$ cat src/rtl/core/ctsc_pkg.sv
// Shared types and constants of the C-style token scanner.
package ctsc_pkg;

  localparam logic [3:0] MAX_FRACTION_DIGITS = 4'd9;
  localparam int         QUEUE_DEPTH         = 4;
  localparam int         QPTR_W              = $clog2(QUEUE_DEPTH);
  localparam int         QCNT_W              = $clog2(QUEUE_DEPTH + 1);

  typedef enum logic [4:0] {
    S_IDLE, S_WORD, S_DEC, S_FRAC, S_ZERO, S_OCT, S_HEX, S_LINE, S_BLOCK,
    S_PLUS, S_MINUS, S_STAR, S_SLASH, S_PERCENT, S_EQ, S_BANG, S_GT, S_GTGT,
    S_LT, S_LTLT, S_AMP, S_BAR, S_CARET, S_DOT, S_HASH
  } state_t;

  typedef logic [5:0] kind_t;

  localparam kind_t K_END         = 6'd0;
  localparam kind_t K_WORD        = 6'd1;
  localparam kind_t K_INT         = 6'd2;
  localparam kind_t K_REAL        = 6'd3;
  localparam kind_t K_TILDE       = 6'd4;
  localparam kind_t K_SEMI        = 6'd5;
  localparam kind_t K_QUEST       = 6'd6;
  localparam kind_t K_COLON       = 6'd7;
  localparam kind_t K_COMMA       = 6'd8;
  localparam kind_t K_LBRACE      = 6'd9;
  localparam kind_t K_RBRACE      = 6'd10;
  localparam kind_t K_LBRACK      = 6'd11;
  localparam kind_t K_RBRACK      = 6'd12;
  localparam kind_t K_LPAREN      = 6'd13;
  localparam kind_t K_RPAREN      = 6'd14;
  localparam kind_t K_ADD         = 6'd15;
  localparam kind_t K_INC         = 6'd16;
  localparam kind_t K_ADDA        = 6'd17;
  localparam kind_t K_SUB         = 6'd18;
  localparam kind_t K_DEC         = 6'd19;
  localparam kind_t K_SUBA        = 6'd20;
  localparam kind_t K_MUL         = 6'd21;
  localparam kind_t K_MULA        = 6'd22;
  localparam kind_t K_DIV         = 6'd23;
  localparam kind_t K_DIVA        = 6'd24;
  localparam kind_t K_MOD         = 6'd25;
  localparam kind_t K_MODA        = 6'd26;
  localparam kind_t K_ASSIGN      = 6'd27;
  localparam kind_t K_EQUAL       = 6'd28;
  localparam kind_t K_NOT         = 6'd29;
  localparam kind_t K_NEQ         = 6'd30;
  localparam kind_t K_GT          = 6'd31;
  localparam kind_t K_GE          = 6'd32;
  localparam kind_t K_SHR         = 6'd33;
  localparam kind_t K_SHRA        = 6'd34;
  localparam kind_t K_LT          = 6'd35;
  localparam kind_t K_LE          = 6'd36;
  localparam kind_t K_SHL         = 6'd37;
  localparam kind_t K_SHLA        = 6'd38;
  localparam kind_t K_BAND        = 6'd39;
  localparam kind_t K_LAND        = 6'd40;
  localparam kind_t K_BANDA       = 6'd41;
  localparam kind_t K_BOR         = 6'd42;
  localparam kind_t K_LOR         = 6'd43;
  localparam kind_t K_BORA        = 6'd44;
  localparam kind_t K_XOR         = 6'd45;
  localparam kind_t K_XORA        = 6'd46;
  localparam kind_t K_DOT         = 6'd47;
  localparam kind_t K_HASH        = 6'd48;
  localparam kind_t K_GLUE        = 6'd49;
  localparam kind_t K_ERR_CHAR    = 6'd50;
  localparam kind_t K_ERR_COMMENT = 6'd51;

  typedef struct packed {
    kind_t       kind;
    logic [31:0] value;
    logic [3:0]  scale;
    logic [7:0]  word_length;
  } token_t;

  typedef struct packed {
    state_t      st;
    logic [31:0] acc;
    logic        neg;
    logic [3:0]  frac;
    logic [7:0]  wcnt;
    logic        pws;
  } scan_t;

  typedef struct packed {
    token_t tok;
    logic   last;
  } qword_t;

  localparam scan_t SCAN_IDLE = '{st: S_IDLE, acc: 32'd0, neg: 1'b0, frac: 4'd0,
                                  wcnt: 8'd0, pws: 1'b0};

endpackage

$ cat src/rtl/core/ctsc_scanner.sv
// One scanner step: next scan state and up to two tokens for one character word.
module ctsc_scanner (
  input  ctsc_pkg::scan_t  cur,
  input  logic [7:0]       ch,
  input  logic             eos,
  output ctsc_pkg::scan_t  nxt,
  output ctsc_pkg::token_t tok0,
  output ctsc_pkg::token_t tok1,
  output logic [1:0]       tok_n
);
  import ctsc_pkg::*;

  typedef struct packed {
    logic       h1;
    logic [7:0] c1;
    kind_t      k1;
    logic       h2;
    logic [7:0] c2;
    kind_t      k2;
    kind_t      alone;
  } op_rule_t;

  typedef struct packed {
    logic   valid;
    token_t tok;
  } opt_tok_t;

  typedef struct packed {
    scan_t    sc;
    opt_tok_t ot;
  } start_t;

  function automatic logic is_digit(input logic [7:0] c);
    return c inside {["0":"9"]};
  endfunction

  function automatic logic is_letter(input logic [7:0] c);
    return c inside {["a":"z"], ["A":"Z"], "_", "$"};
  endfunction

  function automatic opt_tok_t mk_tok(input kind_t k, input logic [31:0] v);
    opt_tok_t r;
    r.valid = 1'b1;
    r.tok   = '{kind: k, value: v, scale: 4'd0, word_length: 8'd0};
    return r;
  endfunction

  // Multiply-accumulate by the radix with shifts and adds only.
  function automatic logic [31:0] mac10(input logic [31:0] a, input logic [3:0] d);
    return {a[28:0], 3'b000} + {a[30:0], 1'b0} + {28'd0, d};
  endfunction

  function automatic op_rule_t op_rule(input state_t s);
    op_rule_t r;
    r = '{h1: 1'b0, c1: 8'd0, k1: K_END, h2: 1'b0, c2: 8'd0, k2: K_END, alone: K_END};
    case (s)
      S_PLUS:    r = '{1'b1, "+", K_INC,   1'b1, "=", K_ADDA,  K_ADD};
      S_MINUS:   r = '{1'b1, "-", K_DEC,   1'b1, "=", K_SUBA,  K_SUB};
      S_STAR:    r = '{1'b1, "=", K_MULA,  1'b0, 8'd0, K_END,  K_MUL};
      S_SLASH:   r = '{1'b1, "=", K_DIVA,  1'b0, 8'd0, K_END,  K_DIV};
      S_PERCENT: r = '{1'b1, "=", K_MODA,  1'b0, 8'd0, K_END,  K_MOD};
      S_EQ:      r = '{1'b1, "=", K_EQUAL, 1'b0, 8'd0, K_END,  K_ASSIGN};
      S_BANG:    r = '{1'b1, "=", K_NEQ,   1'b0, 8'd0, K_END,  K_NOT};
      S_GT:      r = '{1'b1, "=", K_GE,    1'b0, 8'd0, K_END,  K_GT};
      S_GTGT:    r = '{1'b1, "=", K_SHRA,  1'b0, 8'd0, K_END,  K_SHR};
      S_LT:      r = '{1'b1, "=", K_LE,    1'b0, 8'd0, K_END,  K_LT};
      S_LTLT:    r = '{1'b1, "=", K_SHLA,  1'b0, 8'd0, K_END,  K_SHL};
      S_AMP:     r = '{1'b1, "&", K_LAND,  1'b1, "=", K_BANDA, K_BAND};
      S_BAR:     r = '{1'b1, "|", K_LOR,   1'b1, "=", K_BORA,  K_BOR};
      S_CARET:   r = '{1'b1, "=", K_XORA,  1'b0, 8'd0, K_END,  K_XOR};
      S_DOT:     r = '{1'b0, 8'd0, K_END,  1'b0, 8'd0, K_END,  K_DOT};
      S_HASH:    r = '{1'b1, "#", K_GLUE,  1'b0, 8'd0, K_END,  K_HASH};
      default:   r = r;
    endcase
    return r;
  endfunction

  // Token left pending in a scan state when a non-continuing character arrives.
  function automatic opt_tok_t flush_tok(input scan_t sc, input state_t s);
    opt_tok_t    r;
    logic [31:0] sv;
    op_rule_t    rl;
    sv = sc.neg ? (32'd0 - sc.acc) : sc.acc;
    rl = op_rule(s);
    r  = '0;
    case (s)
      S_IDLE, S_LINE: r = '0;
      S_WORD: begin
        r = mk_tok(K_WORD, 32'd0);
        r.tok.word_length = sc.wcnt;
      end
      S_DEC, S_ZERO, S_OCT, S_HEX: r = mk_tok(K_INT, sv);
      S_FRAC: begin
        r = mk_tok(K_REAL, sv);
        r.tok.scale = sc.frac;
      end
      S_BLOCK: r = mk_tok(K_ERR_COMMENT, 32'd0);
      default: r = mk_tok(rl.alone, 32'd0);
    endcase
    return r;
  endfunction

  // First character of a new token, from idle.
  function automatic start_t start_char(input logic [7:0] c);
    start_t r;
    r.sc = SCAN_IDLE;
    r.ot = '0;
    if (c == " " || c inside {[8'd9:8'd13]}) begin
      r.ot = '0;
    end else if (is_letter(c)) begin
      r.sc.st   = S_WORD;
      r.sc.wcnt = 8'd1;
    end else if (c == "0") begin
      r.sc.st = S_ZERO;
    end else if (is_digit(c)) begin
      r.sc.st  = S_DEC;
      r.sc.acc = {28'd0, c[3:0]};
    end else begin
      case (c)
        "+":     r.sc.st = S_PLUS;
        "-":     r.sc.st = S_MINUS;
        "*":     r.sc.st = S_STAR;
        "/":     r.sc.st = S_SLASH;
        "%":     r.sc.st = S_PERCENT;
        "=":     r.sc.st = S_EQ;
        "!":     r.sc.st = S_BANG;
        ">":     r.sc.st = S_GT;
        "<":     r.sc.st = S_LT;
        "&":     r.sc.st = S_AMP;
        "|":     r.sc.st = S_BAR;
        "^":     r.sc.st = S_CARET;
        ".":     r.sc.st = S_DOT;
        "#":     r.sc.st = S_HASH;
        "~":     r.ot = mk_tok(K_TILDE, 32'd0);
        ";":     r.ot = mk_tok(K_SEMI, 32'd0);
        "?":     r.ot = mk_tok(K_QUEST, 32'd0);
        ":":     r.ot = mk_tok(K_COLON, 32'd0);
        ",":     r.ot = mk_tok(K_COMMA, 32'd0);
        "{":     r.ot = mk_tok(K_LBRACE, 32'd0);
        "}":     r.ot = mk_tok(K_RBRACE, 32'd0);
        "[":     r.ot = mk_tok(K_LBRACK, 32'd0);
        "]":     r.ot = mk_tok(K_RBRACK, 32'd0);
        "(":     r.ot = mk_tok(K_LPAREN, 32'd0);
        ")":     r.ot = mk_tok(K_RPAREN, 32'd0);
        default: r.ot = mk_tok(K_ERR_CHAR, {24'd0, c});
      endcase
    end
    return r;
  endfunction

  state_t   s_eff;
  logic     brk;
  opt_tok_t emit_tok;
  opt_tok_t pend;
  start_t   stc;
  op_rule_t rule;
  logic     hex_ok;
  logic [3:0] hex_d;

  always_comb begin
    nxt      = cur;
    s_eff    = cur.st;
    brk      = 1'b0;
    emit_tok = '0;
    rule     = op_rule(cur.st);
    stc      = start_char(ch);
    hex_ok   = 1'b1;
    hex_d    = ch[3:0];
    if (is_digit(ch)) begin
      hex_d = ch[3:0];
    end else if (ch inside {["a":"f"], ["A":"F"]}) begin
      hex_d = ch[3:0] + 4'd9;
    end else begin
      hex_ok = 1'b0;
    end

    if (!eos) begin
      if (cur.st == S_ZERO && (ch == "x" || ch == "X")) begin
        nxt.st = S_HEX;
      end else begin
        if (cur.st == S_ZERO) begin
          s_eff  = S_OCT;
          nxt.st = S_OCT;
        end
        case (s_eff)
          S_IDLE: brk = 1'b1;
          S_WORD: begin
            if (is_letter(ch) || is_digit(ch)) begin
              if (cur.wcnt != 8'hFF) nxt.wcnt = cur.wcnt + 8'd1;
            end else begin
              brk = 1'b1;
            end
          end
          S_DEC: begin
            if (ch == "'") begin
              nxt = cur;
            end else if (is_digit(ch)) begin
              nxt.acc = mac10(cur.acc, ch[3:0]);
            end else if (ch == ".") begin
              nxt.st = S_FRAC;
            end else begin
              brk = 1'b1;
            end
          end
          S_FRAC: begin
            if (is_digit(ch)) begin
              if (cur.frac < MAX_FRACTION_DIGITS) begin
                nxt.acc  = mac10(cur.acc, ch[3:0]);
                nxt.frac = cur.frac + 4'd1;
              end
            end else begin
              brk = 1'b1;
            end
          end
          S_OCT: begin
            if (ch == "'") begin
              nxt.st = S_OCT;
            end else if (ch inside {["0":"7"]}) begin
              nxt.acc = {cur.acc[28:0], ch[2:0]};
            end else begin
              brk = 1'b1;
            end
          end
          S_HEX: begin
            if (ch == "'") begin
              nxt = cur;
            end else if (hex_ok) begin
              nxt.acc = {cur.acc[27:0], hex_d};
            end else begin
              brk = 1'b1;
            end
          end
          S_LINE: begin
            if (ch == "\n") nxt = SCAN_IDLE;
          end
          S_BLOCK: begin
            if (cur.pws && ch == "/") nxt = SCAN_IDLE;
            else nxt.pws = (ch == "*");
          end
          default: begin
            if ((s_eff == S_PLUS || s_eff == S_MINUS) && is_digit(ch)) begin
              nxt.neg = (s_eff == S_MINUS);
              nxt.st  = S_DEC;
              nxt.acc = {28'd0, ch[3:0]};
            end else if (s_eff == S_SLASH && ch == "/") begin
              nxt.st = S_LINE;
            end else if (s_eff == S_SLASH && ch == "*") begin
              nxt.st  = S_BLOCK;
              nxt.pws = 1'b0;
            end else if (s_eff == S_GT && ch == ">") begin
              nxt.st = S_GTGT;
            end else if (s_eff == S_LT && ch == "<") begin
              nxt.st = S_LTLT;
            end else if (s_eff == S_DOT && is_digit(ch)) begin
              nxt.st   = S_FRAC;
              nxt.acc  = {28'd0, ch[3:0]};
              nxt.frac = 4'd1;
            end else if (rule.h1 && ch == rule.c1) begin
              emit_tok = mk_tok(rule.k1, 32'd0);
              nxt      = SCAN_IDLE;
            end else if (rule.h2 && ch == rule.c2) begin
              emit_tok = mk_tok(rule.k2, 32'd0);
              nxt      = SCAN_IDLE;
            end else begin
              brk = 1'b1;
            end
          end
        endcase
      end
    end

    pend = flush_tok(cur, s_eff);
    tok0 = '0;
    tok1 = '0;
    tok_n = 2'd0;
    if (eos) begin
      // Flush the pending token, then close the stream.
      nxt = SCAN_IDLE;
      if (pend.valid) begin
        tok0  = pend.tok;
        tok1  = '{kind: K_END, value: 32'd0, scale: 4'd0, word_length: 8'd0};
        tok_n = 2'd2;
      end else begin
        tok0  = '{kind: K_END, value: 32'd0, scale: 4'd0, word_length: 8'd0};
        tok_n = 2'd1;
      end
    end else if (brk) begin
      nxt = stc.sc;
      if (pend.valid && stc.ot.valid) begin
        tok0  = pend.tok;
        tok1  = stc.ot.tok;
        tok_n = 2'd2;
      end else if (pend.valid) begin
        tok0  = pend.tok;
        tok_n = 2'd1;
      end else if (stc.ot.valid) begin
        tok0  = stc.ot.tok;
        tok_n = 2'd1;
      end
    end else if (emit_tok.valid) begin
      tok0  = emit_tok.tok;
      tok_n = 2'd1;
    end
  end

endmodule

$ cat src/rtl/core/c_style_token_scanner_core.sv
// Top level of the C-style token scanner: input register, scan state and token queue.
//
// Streams one character word per cycle in and C tokens out. Each input word
// carries a byte in in_tdata and the end-of-stream flag in in_tuser; an
// end-of-stream word flushes any pending token and then emits the END token.
// The scanner state (token class, 32-bit accumulator, sign, fraction count,
// word length, block-comment star flag) updates once per character, so the
// sustained input rate is one word per clock as long as tokens are drained.
// A character produces zero, one or two tokens; tokens land in a four-entry
// queue, and a registered input word is consumed only when the queue has
// room for two tokens, so a character that yields two tokens may
// back-pressure the input when the output side is slow. An accepted word
// passes through the input register and the token queue before its first
// token is offered. The token kind is on out_tuser, out_tlast marks the last
// token produced by one input word. Reals are reported as mantissa in value
// and decimal scale in scale; numbers wrap at 32 bits.
module c_style_token_scanner_core (
  input  logic        clk,
  input  logic        rst_n,
  input  logic        in_tvalid,
  output logic        in_tready,
  input  logic [7:0]  in_tdata,   // [7:0] ch
  input  logic        in_tuser,   // [0] end_of_stream
  output logic        out_tvalid,
  input  logic        out_tready,
  output logic [47:0] out_tdata,  // [31:0] value, [35:32] scale, [43:36] word_length, rest 0
  output logic [5:0]  out_tuser,  // [5:0] kind
  output logic        out_tlast   // last token of its input word
);
  import ctsc_pkg::*;

  // Input register.
  logic       in_valid_r, in_valid_nxt;
  logic [7:0] ch_r;
  logic       eos_r;

  // Scanner state.
  scan_t scan_r, scan_nxt;

  // Token queue.
  qword_t             q_r [QUEUE_DEPTH];
  logic [QPTR_W-1:0]  wr_ptr_r, wr_ptr_nxt;
  logic [QPTR_W-1:0]  rd_ptr_r, rd_ptr_nxt;
  logic [QCNT_W-1:0]  cnt_r, cnt_nxt;

  token_t     tok0, tok1;
  logic [1:0] tok_n;
  logic       step;
  logic       pop;
  qword_t     head;

  ctsc_scanner u_scanner (
    .cur   (scan_r),
    .ch    (ch_r),
    .eos   (eos_r),
    .nxt   (scan_nxt),
    .tok0  (tok0),
    .tok1  (tok1),
    .tok_n (tok_n)
  );

  // Advance the registered word only when two queue slots are free.
  assign step      = in_valid_r && (cnt_r <= QCNT_W'(QUEUE_DEPTH - 2));
  assign in_tready = !in_valid_r || step;
  assign pop       = out_tvalid && out_tready;

  always_comb begin
    in_valid_nxt = in_valid_r;
    if (in_tvalid && in_tready) in_valid_nxt = 1'b1;
    else if (step)              in_valid_nxt = 1'b0;

    wr_ptr_nxt = wr_ptr_r;
    if (step) wr_ptr_nxt = wr_ptr_r + QPTR_W'(tok_n);
    rd_ptr_nxt = pop ? rd_ptr_r + QPTR_W'(1) : rd_ptr_r;
    cnt_nxt    = cnt_r + (step ? QCNT_W'(tok_n) : QCNT_W'(0)) - QCNT_W'(pop);
  end

  always_ff @(posedge clk) begin
    if (!rst_n) begin
      in_valid_r <= 1'b0;
      scan_r     <= SCAN_IDLE;
      wr_ptr_r   <= '0;
      rd_ptr_r   <= '0;
      cnt_r      <= '0;
    end else begin
      in_valid_r <= in_valid_nxt;
      wr_ptr_r   <= wr_ptr_nxt;
      rd_ptr_r   <= rd_ptr_nxt;
      cnt_r      <= cnt_nxt;
      if (step) scan_r <= scan_nxt;
    end
  end

  // Hold payload; no reset needed.
  always_ff @(posedge clk) begin
    if (in_tvalid && in_tready) begin
      ch_r  <= in_tdata;
      eos_r <= in_tuser;
    end
    if (step && tok_n != 2'd0) begin
      q_r[wr_ptr_r] <= '{tok: tok0, last: (tok_n == 2'd1)};
    end
    if (step && tok_n == 2'd2) begin
      q_r[wr_ptr_r + QPTR_W'(1)] <= '{tok: tok1, last: 1'b1};
    end
  end

  assign head       = q_r[rd_ptr_r];
  assign out_tvalid = (cnt_r != '0);
  assign out_tuser  = head.tok.kind;
  assign out_tdata  = {4'd0, head.tok.word_length, head.tok.scale, head.tok.value};
  assign out_tlast  = head.last;

endmodule

$ cat config.mk
export PLATFORM = sky130hd
export DESIGN_NAME = c_style_token_scanner_core
export DESIGN_NICKNAME = d
export VERILOG_FILES = /design/src/rtl/core/ctsc_pkg.sv /design/src/rtl/core/ctsc_scanner.sv /design/src/rtl/core/c_style_token_scanner_core.sv
export SDC_FILE = /design/constraint.sdc
export NUM_CORES = 1
export LEC_CHECK = 0
export BUFFER_PORTS_ARGS = -buffer_cell sky130_fd_sc_hd__buf_2
export CORE_UTILIZATION = 45
export DETAILED_ROUTE_END_ITERATION = 10
export SYNTH_ARGS = -nofsm -noshare
export SYNTH_HDL_FRONTEND = slang
export SYNTH_SLANG_ARGS = --single-unit
export TNS_END_PERCENT = 1
$ cat constraint.sdc
create_clock -name clk -period 5.5 [get_ports clk]
set_input_delay 1.1 -clock clk [delete_from_list [all_inputs] [get_ports clk]]
set_output_delay 1.1 -clock clk [all_outputs]
set_load 0.02 [all_outputs]
Word level (Yosys, flattened, before mapping)
Memory sizes are Yosys's and may differ from the RTL's. A register that Yosys moved wholly into a read port is not among the register bits.
Index checks and enable logic that the tools add are counted.
{"block": "classes", "addsub": 11, "order_cmp": 13, "eq_ne": 104, "n_mux": 148, "n_reduce_logical": 57}
{"op": "51-bit 2-to-1 mux", "count": 29}
{"op": "51-bit case mux with 12 select lines", "count": 1}
{"op": "50-bit 2-to-1 mux", "count": 11}
{"op": "37-bit 2-to-1 mux", "count": 11}
{"op": "32-bit 2-to-1 mux", "count": 10}
{"op": "51-bit case mux with 5 select lines", "count": 1}
{"op": "32-bit case mux with 7 select lines", "count": 1}
{"op": "46-bit 2-to-1 mux", "count": 4}
{"op": "8-bit by 6-bit == test with 1-bit output (second input constant)", "count": 22}
{"op": "5-bit 2-to-1 mux", "count": 19}
{"op": "8-bit by 7-bit == test with 1-bit output (second input constant)", "count": 10}
{"op": "5-bit case mux with 14 select lines", "count": 1}
{"op": "6-bit by 5-bit inequality test with 1-bit output (second input constant)", "count": 11}
{"op": "6-bit by 4-bit inequality test with 1-bit output (second input constant)", "count": 8}
{"op": "45-bit 2-to-1 mux", "count": 1}
{"op": "5-bit by 3-bit == test with 1-bit output (second input constant)", "count": 8}
{"op": "10-bit by 8-bit inequality test with 1-bit output (second input constant)", "count": 4}
{"op": "38-bit 2-to-1 mux", "count": 1}
{"op": "4-bit by 2-bit inequality test with 1-bit output (second input constant)", "count": 9}
{"op": "1-bit 2-to-1 mux", "count": 33}
{"op": "32-bit adder", "count": 1}
{"op": "32-bit by 4-bit adder with 32-bit output", "count": 1}
{"op": "8-bit by 7-bit less-or-equal comparator with 1-bit output (second input constant)", "count": 4}
{"op": "8-bit case mux with 4 select lines", "count": 1}
{"op": "other kinds (61)", "count": 131}
{"block": "word_totals", "ff_bits": 68, "ram_bits": 204, "rom_bits": 1984, "in_bits": 13, "output_inout_bits": 57, "word_cells": 348, "mem_count": 3}
{"name": "(name not given)", "depth": 32, "word_bits": 31, "read_ports": 1, "rd_clocked_by_memory_dff": 1, "write_ports": 0, "line_no": "ctsc_scanner.sv:56", "rtl": "case (s)"}
{"name": "(name not given)", "depth": 32, "word_bits": 31, "read_ports": 1, "rd_clocked_by_memory_dff": 0, "write_ports": 0, "line_no": "ctsc_scanner.sv:56"}
{"name": "q_r", "depth": 4, "word_bits": 51, "read_ports": 1, "rd_clocked_by_memory_dff": 1, "write_ports": 2, "line_no": "c_style_token_scanner_core.sv:41", "rtl": "qword_t q_r [QUEUE_DEPTH];"}

Longest topological paths before layout
{"block": "depth", "word_depth": 36, "depth_mapped": 28, "mapped_depth_nobuf": 26}

Cells and area by module
A second synthesis with hierarchy kept.
{"block": "hier_totals", "cells_unflattened": 2204, "hier_area_um2": 20095.5}
{"module": "c_style_token_scanner_core", "instances": 1, "cells_each": 1019, "area_each_um2": 12525.8, "seq_area_each_um2": 7577.3}
{"module": "ctsc_scanner", "instances": 1, "cells_each": 1185, "area_each_um2": 7569.8, "seq_area_each_um2": 0.0}

Worst setup path before layout
Ideal clock, no wire load.
{"block": "synth_path", "path_kind": "reg2reg", "startpoint": "register ch_r[1]", "endpoint": "register cnt_r[2]", "setup_ns": 0.115, "arrival_ns": 4.813, "required_time_ns": 5.385, "setup_slack_ns": 0.572, "path_stages_with_launch": 28, "n_path_buf": 2, "period_less_slack_ns": 4.928, "cell_sequence": "edfxtp_1 clkbuf_1 inv_1 ha_1 clkbuf_1 and3b_1 and2_1 or3_1 nor2_1 nor2_1 inv_1 ha_1 a21oi_1 nor3_1 nand3_1 ha_1 inv_1 and2_1 nor3_1 nand2_1 ha_1 inv_1 ha_1 inv_1 fa_1 xor2_1 xnor2_1 and2_1"}
{"block": "synth_between", "elab_chain_cells": 19, "elab_cells_between_ends": 130, "cone_classes": "add/sub (2); order compare (11); eq/ne (42); mux (49); reduce/logical (26)"}
{"item": "from (decl)", "line_no": "c_style_token_scanner_core.sv:34", "rtl": "logic [7:0] ch_r;"}
{"item": "from (signal assigned)", "line_no": "c_style_token_scanner_core.sv:97", "rtl": "ch_r <= in_tdata;"}
{"item": "parallel branches: the longest is 15 deep, another holds 8-bit by 6-bit greater-or-equal comparator with 1-bit output"}
{"item": "2-bit 2-to-1 mux *", "line_no": "ctsc_scanner.sv:276", "rtl": "if (eos) begin"}
{"item": "2-bit 2-to-1 mux *", "line_no": "c_style_token_scanner_core.sv:75", "rtl": "cnt_nxt = cnt_r + (step ? QCNT_W'(tok_n) : QCNT_W'(0)) - QCNT_W'(pop);"}
{"item": "3-bit by 2-bit adder with 3-bit output *", "line_no": "c_style_token_scanner_core.sv:75"}
{"item": "3-bit by 1-bit subtractor with 3-bit output *", "line_no": "c_style_token_scanner_core.sv:75"}
{"item": "to (signal assigned)", "line_no": "c_style_token_scanner_core.sv:89", "rtl": "cnt_r <= cnt_nxt;"}
{"item": "to (decl)", "line_no": "c_style_token_scanner_core.sv:44", "rtl": "logic [QCNT_W-1:0] cnt_r, cnt_nxt;"}
Every way passes the cells marked *.
A chain may end at the register's enable or synchronous reset.

Final worst setup path
Same ends and word-level chain as after synthesis.

==> metrics.md <==
| Metric | Value |
|---|---|
| Most used cell, CP | ha_1 |
| Seq/Total Area, Yosys | 0.375 |
| Slew headroom | 0.338 |
| Fraction of final layout cells sized beyond drive strength 1 | 0.151 |
| Die height | 198 um |
| Number of buffer cells added on primary ports | 65 |
| Worst hold path class | flip-flop to flip-flop |
| EDFF count, synth | 65 |
| Register-to-register setup slack | between 0.4 and 0.5 ns |
| Max Buffers Root-to-Sink | 3 |
| Worst path buffer plus inverter count | 4 |
| DRC | 0 |
| Total track usage | 0.279 |
| Avg Inst Size Synth | a little under 10 sq um |
| CP Depth | 25 |
| Antenna violations before repair | 0 |
| RSZ-0062 raised after global routing | no |
| Fmax | between 0.15 and 0.2 GHz |
| Pwr dens | about 350 nW/um^2 |
| Hold Fails Final Rpt | 0 |
| Final setup vio count | 0 |
| Vias in the first global route | between 10,000 and 15,000 |
| Status | completed |
| I/O Pins | 70 |
| Final #Nets | around 1,900 |
| CTS tree | yes |
| DR iter-0 viols | 1,346 |
| Die W | 198 um |
| #FFs+latches synth | about 300 |
| FF-to-FF Start | ch_r[1] |
| Max Fanout on Critical Path | 6 |
| First-pass GRT wire length | between 80,000 and 90,000 um |
| Synth top area share | 0.263 |
| Worst Setup SP | ch_r[1] |
| Yosys warns | 0 |
| Initial Utilization | 0.458 |
| Num CTS Buffers | 35 |
| CP Capture Type | flip-flop |
| Setup TNS | 0 ns |
| Fin crit share | 0.916 |
| # clock sinks | ~290 |
| RR Endpoint | cnt_r[2] |
| Number of max-cap violations | 0 |
| Top post-synthesis cells by area | dfxtp_1, edfxtp_1, mux4_2, a22o_1, ha_1 |
| Fin. max-slew vios | 0 |
| Cell row count | between 70 and 80 |
| Max IR drop VDD | 0.000191 V |
| CP peak stage delay | between 0.3 and 0.4 ns |
| ANT nets after route | 0 |
| R2R depth | 25 |
| Worst-Skew Late Latency | 0.55 ns |
| Most common cell in the netlist | dfxtp_1 |
| First-pass iteration count of the detailed router | 9 |
| Crit path DAT | ~5.5 ns |
| Die area | between 30,000 and 40,000 sq um |
| Grt ovf | 0 |
| Crit Path Class | flip-flop to flip-flop |
| Core area | ~38,000 sq um |
| CTS root buffer | clkbuf_16 |
| Pre-CTS setup slack | ~0.24 ns |
| Worst-path clk slew | 0.06 ns |
| Ys async rst share | 0 |
| # diodes | 0 |
| Post-CTS Hold Fix Bufs | 0 |
| Slew @ Worst Pin | around 0.99 ns |
| Minimum clock period | just over 5 ns |
| Yosys cell types | 98 |
| Leading area contributor after synthesis | dfxtp_1 |
| Clock Skews | 0.0237 ns |
| Drt wl/cell | 23.4 um |
| Area grow syn2layout | 11.4% |
| Worst Setup Start Kind | flip-flop |
| Largest net degree at the start of global routing | 64 |
| Dpl hpwl | ~38,000 um |
| Data required time at the worst endpoint | ~6 ns |
| Final RePlAce weighted congestion | roughly 0.96 |
| Syn Inst Count | 1,790 |
| Pleak | 7.51 nW |
| Setup ws final | approximately 0.46 ns |
| Most instantiated cells after synthesis | dfxtp_1, nand2_1, a22o_1 |
| Slowest cell on crit path | edfxtp_1 |
| Vias | about 15,000 |
| Via-per-instance ratio | between 6 and 7 |
| Crit path to | cnt_r[2] |
| CTS HTree Levels | 2 |
| Routed wire length | around 55,000 um |
| Crit path max-delay family | simple AND/OR/NAND/NOR gates |
| Ys flop type | dfxtp_1 |
| End-of-flow core utilization | 0.511 |
| Mapped Area | roughly 17,000 sq um |
-- area by class of cell --
cell class | instances | area (sq um)
Sequential cell | 292 | 6500
Inverter | 44 | 169
Clock buffer | 52 | 1020
Clock inverter | 11 | 140
Timing Repair Buffer | 125 | 776
Fill cell | 3547 | 18500
Tap cell | 511 | 639
Multi-Input combinational cell | 1311 | 10000
-- logic make-up (layout without fill, tap and decap cells) --
family	count (synthesis)	after routing	share of synthesized area
AOI/OAI and AO/OA	582	582	0.251
and+or+nand+nor	506	507	0.153
DFF	292	292	0.375
buffers and inverters	191	232	0.0484
adders and majority gates	85	85	0.0627
xor gates and xnor gates	72	72	0.0364
muxes	61	61	0.0724
other	1	4	0.000217
-- where the power goes --
group | switching (mW) | leakage, nW | internal, mW
registers | 0.149 | 2.49 | 2.31
logic | 1.23 | 4.45 | 0.622
clock network | 0.951 | 0.573 | 1.40
total | 2.33 | 7.51 | 4.33
-- cells in the final DEF, fill, tap and decap left out, drive strengths merged, types with 23 or more instances in the layout --
master,instances
a21oi,83
a22o,123
a32o,34
and2,56
buf,125
clkbuf,52
dfxtp,227
edfxtp,65
ha,82
inv,48
mux4,51
nand2,135
nand3,44
nor2,103
nor2b,23
nor3,26
o21ai,103
o22ai,26
xnor2,23
xor2,49
-- through the flow --
stage | cell area, sq um | total power, mW | hold WS, ns | cells
final | 19300 | 6.65 | 0.459 | 2346
after global placement | 18100 | 4.32 | 0.439 | 2281
after detailed placement | 18100 | 4.32 | 0.442 | 2281
after global routing | 19300 | 6.94 | 0.471 | 2346
after floorplan | 17300 | 3.75 | 0.427 | 1793
after CTS | 19300 | 6.68 | 0.460 | 2344
-- sequential cells by signal (all words and copies together) (netlist names), named ones only --
name / cells
wr_ptr_r: 2
cnt_r: 3
q_r: 204
rd_ptr_r: 2
eos_r: 1
ch_r: 8
in_valid_r: 1
u_scanner.rule: 18
scan_r: 51
-- worst min-delay path by stage --
stage,slack [ns],cells past startpoint,start,to
CTS,0.46,1,q_r[3][9],q_r[3][9]
detailed placement,0.44,1,q_r[3][9],q_r[3][9]
global route,0.47,1,q_r[1][1],q_r[1][1]
floorplan,0.43,1,q_r[2][10],q_r[2][10]
global placement,0.44,1,q_r[2][10],q_r[2][10]
finish,0.46,1,q_r[3][9],q_r[3][9]
-- per-layer routing --
layer / track usage / part of all wire / up-vias
li1: - / - / 6885
met3: 0.0409 / 0.067 / 101
met2: 0.432 / 0.44 / 598
met5: 0 / 0 / -
met4: 0.106 / 0.032 / 0
met1: 0.391 / 0.46 / 7289
-- what timing repair did --
| action | 4_1_cts | 5_1_grt |
|---|---|---|
| buffers inserted | 0 | 1 |
| endpoints found under the hold margin | 0 | 0 |
| resized for setup | 0 | 1 |
| setup endpoints to repair | 0 | 15 |
No activity file was read; power rests on OpenSTA's default activity.
